==> src/hw/rtl/mfb_pkg.sv <==
// Shared constants, types and glyph table for the monochrome framebuffer text renderer.
`timescale 1ns / 1ps
`default_nettype none
package mfb_pkg;

  localparam int SCREEN_WIDTH  = 172;
  localparam int SCREEN_HEIGHT = 320;
  localparam int ROW_BYTES     = (SCREEN_WIDTH + 7) / 8;
  localparam int STORE_BYTES   = SCREEN_HEIGHT * ROW_BYTES;
  localparam int ADDR_W        = $clog2(STORE_BYTES);
  localparam int COL_W         = $clog2(SCREEN_WIDTH);
  localparam int ROW_W         = $clog2(SCREEN_HEIGHT);
  // Glyph cursor reach: 1023 + 7*255 + 254 fits in 12 bits
  localparam int COORD_W       = 12;

  localparam logic [7:0] GLYPH_FIRST = 8'h20;
  localparam logic [7:0] GLYPH_LAST  = 8'h7E;

  // Register indexes on the configuration port
  localparam logic REG_FG = 1'b0;
  localparam logic REG_BG = 1'b1;

  typedef enum logic [2:0] {
    OP_FILL   = 3'd0,
    OP_SET    = 3'd1,
    OP_GET    = 3'd2,
    OP_LINE   = 3'd3,
    OP_SCALED = 3'd4,
    OP_SCAN   = 3'd5
  } op_t;

  typedef enum logic [3:0] {
    S_CLEAR,
    S_IDLE,
    S_DECODE,
    S_FILL,
    S_PT_RD,
    S_PT_WR,
    S_GL_CHK,
    S_GL_RD,
    S_GL_WR,
    S_DONE
  } state_t;

  typedef struct packed {
    logic capture;
    logic sweep_wr;
    logic sweep_zero;
    logic pix_rd;
    logic pix_wr;
    logic pix_sample;
    logic glyph_step;
    logic scan_step;
    logic out_load;
  } cmd_t;

  typedef struct packed {
    logic [2:0] op;
    logic       sweep_last;
    logic       point_on;
    logic       line_ok;
    logic       scale_zero;
    logic       glyph_last;
  } stat_t;

  // Six columns per glyph, column 0 in the top byte; bit r of a column is glyph row r
  localparam logic [47:0] GLYPH_ROM [95] = '{
    48'h000000000000, 48'h00005F000000, 48'h000700070000, 48'h147F147F1400,
    48'h242A7F2A1200, 48'h231308646200, 48'h364955225000, 48'h000503000000,
    48'h001C22410000, 48'h0041221C0000, 48'h082A1C2A0800, 48'h08083E080800,
    48'h005030000000, 48'h080808080800, 48'h006060000000, 48'h201008040200,
    48'h3E5149453E00, 48'h00427F400000, 48'h426151494600, 48'h2141454B3100,
    48'h1814127F1000, 48'h274545453900, 48'h3C4A49493000, 48'h017109050300,
    48'h364949493600, 48'h064949291E00, 48'h003636000000, 48'h005636000000,
    48'h000814224100, 48'h141414141400, 48'h412214080000, 48'h020151090600,
    48'h324979413E00, 48'h7E1111117E00, 48'h7F4949493600, 48'h3E4141412200,
    48'h7F4141221C00, 48'h7F4949494100, 48'h7F0909010100, 48'h3E4141513200,
    48'h7F0808087F00, 48'h00417F410000, 48'h2040413F0100, 48'h7F0814224100,
    48'h7F4040404000, 48'h7F0204027F00, 48'h7F0408107F00, 48'h3E4141413E00,
    48'h7F0909090600, 48'h3E4151215E00, 48'h7F0919294600, 48'h464949493100,
    48'h01017F010100, 48'h3F4040403F00, 48'h1F2040201F00, 48'h7F2018207F00,
    48'h631408146300, 48'h030478040300, 48'h615149454300, 48'h00007F414100,
    48'h020408102000, 48'h41417F000000, 48'h040201020400, 48'h404040404000,
    48'h000102040000, 48'h205454547800, 48'h7F4844443800, 48'h384444442000,
    48'h384444487F00, 48'h385454541800, 48'h087E09010200, 48'h081454543C00,
    48'h7F0804047800, 48'h00447D400000, 48'h2040443D0000, 48'h007F10284400,
    48'h00417F400000, 48'h7C0418047800, 48'h7C0804047800, 48'h384444443800,
    48'h7C1414140800, 48'h081414187C00, 48'h7C0804040800, 48'h485454542000,
    48'h043F44402000, 48'h3C4040207C00, 48'h1C2040201C00, 48'h3C4030403C00,
    48'h442810284400, 48'h0C5050503C00, 48'h4464544C4400, 48'h000836410000,
    48'h00007F000000, 48'h004136080000, 48'h080408100800
  };

  // Column bits of a glyph; non-printable codes and columns past five read as blank
  function automatic logic [7:0] glyph_bits(input logic [7:0] code, input logic [2:0] col);
    logic [6:0]  idx;
    logic [47:0] ent;
    logic [7:0]  res;
    idx = 7'(code - GLYPH_FIRST);
    res = 8'h00;
    if (code >= GLYPH_FIRST && code <= GLYPH_LAST && col < 3'd6) begin
      ent = GLYPH_ROM[idx];
      res = ent[6'(47 - 8 * int'(col)) -: 8];
    end
    return res;
  endfunction

endpackage
`default_nettype wire

==> src/hw/rtl/mfb_ctrl.sv <==
// Controller state machine: sequences sweeps, point accesses, glyph walks and result beats.
`timescale 1ns / 1ps
`default_nettype none
module mfb_ctrl (
  input  wire logic           clk,
  input  wire logic           rst,
  input  wire logic           in_valid,
  output logic                in_ready,
  output logic                out_valid,
  input  wire logic           out_ready,
  input  wire mfb_pkg::stat_t st,
  output mfb_pkg::cmd_t       cmd
);

  mfb_pkg::state_t state, state_next;
  logic            out_valid_next;

  // State and result-valid registers
  always_ff @(posedge clk) begin
    if (rst) begin
      state     <= mfb_pkg::S_CLEAR;
      out_valid <= 1'b0;
    end else begin
      state     <= state_next;
      out_valid <= out_valid_next;
    end
  end

  // Next state and datapath commands
  always_comb begin
    state_next = state;
    cmd        = '0;
    in_ready   = 1'b0;
    case (state)
      mfb_pkg::S_CLEAR: begin
        cmd.sweep_wr   = 1'b1;
        cmd.sweep_zero = 1'b1;
        if (st.sweep_last) state_next = mfb_pkg::S_IDLE;
      end
      mfb_pkg::S_IDLE: begin
        in_ready = 1'b1;
        if (in_valid) begin
          cmd.capture = 1'b1;
          state_next  = mfb_pkg::S_DECODE;
        end
      end
      mfb_pkg::S_DECODE: begin
        state_next = mfb_pkg::S_DONE;
        if (st.op == mfb_pkg::OP_FILL) begin
          state_next = mfb_pkg::S_FILL;
        end else if (st.op == mfb_pkg::OP_SET || st.op == mfb_pkg::OP_GET) begin
          if (st.point_on) state_next = mfb_pkg::S_PT_RD;
        end else if (st.op == mfb_pkg::OP_LINE) begin
          if (st.line_ok) state_next = mfb_pkg::S_GL_CHK;
        end else if (st.op == mfb_pkg::OP_SCALED) begin
          if (!st.scale_zero) state_next = mfb_pkg::S_GL_CHK;
        end else if (st.op == mfb_pkg::OP_SCAN) begin
          state_next = mfb_pkg::S_PT_RD;
        end
      end
      mfb_pkg::S_FILL: begin
        cmd.sweep_wr = 1'b1;
        if (st.sweep_last) state_next = mfb_pkg::S_DONE;
      end
      mfb_pkg::S_PT_RD: begin
        cmd.pix_rd = 1'b1;
        state_next = mfb_pkg::S_PT_WR;
      end
      mfb_pkg::S_PT_WR: begin
        cmd.pix_wr     = (st.op == mfb_pkg::OP_SET);
        cmd.pix_sample = (st.op == mfb_pkg::OP_GET) || (st.op == mfb_pkg::OP_SCAN);
        cmd.scan_step  = (st.op == mfb_pkg::OP_SCAN);
        state_next     = mfb_pkg::S_DONE;
      end
      mfb_pkg::S_GL_CHK: begin
        if (st.point_on) begin
          state_next = mfb_pkg::S_GL_RD;
        end else begin
          cmd.glyph_step = 1'b1;
          if (st.glyph_last) state_next = mfb_pkg::S_DONE;
        end
      end
      mfb_pkg::S_GL_RD: begin
        cmd.pix_rd = 1'b1;
        state_next = mfb_pkg::S_GL_WR;
      end
      mfb_pkg::S_GL_WR: begin
        cmd.pix_wr     = 1'b1;
        cmd.glyph_step = 1'b1;
        state_next     = st.glyph_last ? mfb_pkg::S_DONE : mfb_pkg::S_GL_CHK;
      end
      mfb_pkg::S_DONE: begin
        // Hand the result to the output register once it is free
        if (!out_valid || out_ready) begin
          cmd.out_load = 1'b1;
          state_next   = mfb_pkg::S_IDLE;
        end
      end
      default: state_next = mfb_pkg::S_IDLE;
    endcase
  end

  // Hold the result beat until taken
  always_comb begin
    out_valid_next = out_valid;
    if (cmd.out_load) out_valid_next = 1'b1;
    else if (out_ready) out_valid_next = 1'b0;
  end

endmodule
`default_nettype wire

==> config.mk <==
export PLATFORM = sky130hd
export DESIGN_NAME = mfb_ctrl
export DESIGN_NICKNAME = d
export VERILOG_FILES = /design/src/hw/rtl/mfb_pkg.sv /design/src/hw/rtl/mfb_ctrl.sv
export SDC_FILE = /design/constraint.sdc
export NUM_CORES = 1
export LEC_CHECK = 0
export BUFFER_PORTS_ARGS = -buffer_cell sky130_fd_sc_hd__clkbuf_2
export CAP_MARGIN = 20
export CORE_AREA = 2 2 39 41
export DETAILED_ROUTE_END_ITERATION = 16
export DIE_AREA = 0 0 41 43
export GPL_TIMING_DRIVEN = 0
export PLACE_DENSITY = 0.77
export SLEW_MARGIN = 15
export SYNTH_ARGS = -nofsm -noshare
export SYNTH_HDL_FRONTEND = slang
export SYNTH_SLANG_ARGS = --single-unit
==> constraint.sdc <==
create_clock -name clk -period 3.6 [get_ports clk]
set_input_delay 0.18 -clock clk [delete_from_list [all_inputs] [get_ports clk]]
set_output_delay 0.18 -clock clk [all_outputs]
set_load 0.01 [all_outputs]
Word level (Yosys, flattened, before mapping) --
Cells that the tools add are included.
Word-level totals: flip-flop bits (word level) 5, latch bits 0, RAM bits 0, memory bits (read-only) 0, input port bits 12, logic and storage cells 62, memories kept 0
Operators by class: add/subtract/negate cells 0, multiply operators 0, div/mod/pow operators 0, magnitude comparators 0, eq/ne operators 19, shifts and indexed selects 0, mux-type cells 31, bitwise logic cells 0, reductions and logical operators 10
Operator list (number):
- two-way mux 4 bit | 15
- case mux 4 bit (10 select lines) | 1
- equality test 4 x 3 -> 1 bit, second input constant | 4
- two-way mux 1 bit | 13
- equality test 4 x 2 -> 1 bit, second input constant | 2
- equality test 4 bit, second input constant | 2
- inequality test 2 bit, second input constant | 4
- equality test 3 x 2 -> 1 bit, second input constant | 2
- equality test 3 bit, second input constant | 2
- AND reduction 5 bit | 1
- equality test 4 x 1 -> 1 bit, second input constant | 1
- zero test 4 bit | 1
- case mux 1 bit (2 select lines) | 2
- OR reduction 2 bit | 2
- equality test 3 x 1 -> 1 bit, second input constant | 1
- zero test 3 bit | 1
- logical OR 1 bit | 3
- inequality test 3 bit, second input constant | 1
- nonzero test 2 bit | 1
- zero test 1 bit | 1

Longest topological paths before layout --
word-level depth 7, depth in mapped cells 6

Least setup slack after synthesis --
OpenSTA, ideal clock, no wires.
path kind reg-to-output, start reg state[0], end out cmd[4] (netlist bit), arrival time 1337 ps, required time 3420 ps, path slack 2083 ps, cell stages (with the launch flop) 6, buffers on the path 1, cell sequence dfxtp_1 > buf_6 > nor2b_1 > nand2_1 > or4b_1 > a21oi_1
RTL lines:
- start, declared | RTL line mfb_ctrl.sv:15 | mfb_pkg::state_t state, state_next;
- start signal, assigned | RTL line mfb_ctrl.sv:21 | state <= mfb_pkg::S_CLEAR;
- start signal, assigned | RTL line mfb_ctrl.sv:24 | state <= state_next;
- end, declared | RTL line mfb_ctrl.sv:12 | output mfb_pkg::cmd_t cmd

==> impl_metrics.ini <==
[grt]
grt_pass1_vias = 586
grt_max_degree = 11
grtUsageMet1_pct = 26.0
busiest_layer = met2
antenna_found_initial = 0
grt-ovfl-total = 0
grtUsageTotal_pct = 19.6
use_met2_pct = 30.0
grt_pass1_wl_mm = 2.41
use_met3_pct = 3.14

[timing]
rsz0062_at_grt = no
fin_crit_sh_pct = 52.4
finalSetupTns_ns = 0
maxSlewHeadroom_pct = 77.1
setup_viol = 0
finClkSkew_ns = 0.000121
tightestPinTransition_ns = 0.339
fin_crit_ns = 1.89
hold_viol = 0
fmax_ghz = 0.530
slew_viol_final = 0

[placement]
port_buffers = 21
place_inst = 123
placed_area_um2 = 790
gp_routability_congestion = 0.880
dp_hpwl_mm = 1.18

[synthesis]
synth-seq-area-share_pct = 15.1
synth_compound_area_share_pct = 27.1
async_reset_ff_share_pct = 0
synth_xor_area_share_pct = 1.32
synth_common_cells = a21oi_1, nor2_1, buf_6, nor3_1
syn_area_um2 = 664
synth_cell_types = 37
syn-num-nets = 98
synth_top_family_by_area = simple AND/OR/NAND/NOR gates
synth_warnings = 0
synth_cells = 86
yosys.area.top_type_share_pct = 15.1
synthAdderAreaFrac_pct = 0
synth-edff-count = 0
synthTopCellsByArea = dfxtp_1, buf_6, a21oi_1
synth.area.mux_share_pct = 1.51
synthFlopType = dfxtp_1
avgSynthCellArea_um2 = 7.73
synth-seq-cells = 5
yosys.area.top_type = dfxtp_1
yosys.area_share.simple_pct = 36.7

[layout]
final_area_um2 = 816
fin_cells = 127
utilization_pct = 59.0
n_antenna_cell = 0
syn2layout_area_growth_pct = 22.8
nets = 124
drive_above_1_share_pct = 33.3

[clock_tree]
cts_tree = yes
clock_latency_ns = 0.25
numCtsBuffers = 3
post_cts_resized = 0
clk_pin_slew_ns = 0.05
cts-root-buf = clkbuf_4
cts_setup_buffers = 0
clockBufferDepth = 2
cts_num_sinks = 5
h-tree-depth = 1
postCtsHoldBufs = 0

[pwr]
power.density_mw_per_mm2 = 247
vdd_drop_max_mv = 0.107
power_uw = 201
leakage_nw = 0.373

[drt]
drc_errors = 0
initialDrtViolationCount = 11
vias = 723
drt-total-wl_mm = 1.54
vias_per_cell = 5.69
drtAntennaViolNets = 0
dr.pass1.iters = 4
avgRoutedWirePerCell_um = 12.1

[critical_path]
crit_path_start_kind = flop
critPathKind = reg -> out
rr_worst_depth = 6
critical_path_required_ns = 3.42
critPathArrivalTime_ns = 1.71
worst_setup_path_end_kind = output pin
critical_path_peak_fanout = 10

[floorplanning]
fp.dieH_um = 43
ios = 23
core_area_mm2 = 0.00138
dieArea_mm2 = 0.00176
start_util_pct = 48.0
rows = 14
fp.dieW_um = 41

[hold_path]
hold_class = in -> reg
holdPathStages = 2

[outcome]
status = complete, no violations

[run]
drv_cap = 0
-- where the power goes --
group | internal [mW] | total, mW | switching [mW]
logic | 0.0322 | 0.0720 | 0.0398
clock network | 0.0422 | 0.0705 | 0.0282
registers | 0.0578 | 0.0588 | 0.000965
-- routing by layer --
| layer | vias up | routed length [um] |
|---|---|---|
| met5 | - | 0 |
| met4 | 0 | 13 |
| met3 | 2 | 82 |
| met2 | 25 | 758 |
| met1 | 327 | 685 |
| li1 | 369 | - |
-- layout make-up --
class                           count  area (um^2)
Buffer                             10          110
Clock buffer                        4         26.3
Fill cell                         138          568
Inverter                            3         11.3
Multi-Input combinational cell     68          443
Sequential cell                     5          100
Tap cell                           16         20.0
Timing Repair Buffer               21          105
-- sequential cells by signal, indices dropped and copies added, names as in the netlist --
register	cells
out_valid	1
state	4
-- worst max-delay path, stage by stage (launching register included) --
cell	delay, ns
dfxtp_1	0.32
buf_6	0.13
nor2b_1	0.16
nand2_1	0.09
or4b_1	0.46
a21oi_1	0.15
clkbuf_2	0.14
-- final timing paths --
path	startpoint	endpoint	slack [ns]
worst max-delay path	state[0]$_SDFFE_PP0P_	cmd[4]	1.71
worst min-delay path	rst	out_valid$_SDFFE_PP0P_	0.19
worst max register to register	state[2]$_SDFFE_PP0P_	state[1]$_SDFFE_PP0P_	2.07
worst min register to register	out_valid$_SDFFE_PP0P_	out_valid$_SDFFE_PP0P_	0.52
-- cell families (layout without fill, tap and decap cells) --
group / after synthesis / count (layout)
buffers and inverters: 13 / 38
AOI/OAI and AO/OA: 26 / 26
xor gates and xnor gates: 1 / 1
muxes: 1 / 1
and+or+nand+nor: 40 / 40
DFF: 5 / 5
-- through the flow --
step	worst slack, ns	hold slack (ns)
after detailed placement	1.97	0.446
final	1.71	0.189
after global placement	1.98	0.448
after CTS	1.70	0.186
after floorplan	2.08	0.249
after global routing	1.58	0.201
-- cells in the final DEF (no fill, tap or decap), types with 2 or more instances in the layout --
cell	n
clkbuf_4	3
nor4b_1	2
buf_8	2
o21ai_0	4
or4b_1	2
or3b_1	2
nor2b_1	3
buf_6	6
nor2_1	7
nor3_1	6
clkbuf_2	21
nand2_1	5
a211oi_1	3
a21oi_1	7
nand3b_1	2
and3_1	2
o31ai_1	3
dfxtp_1	5
nand2b_1	3
inv_1	3
(Power assumes the default switching activity.)
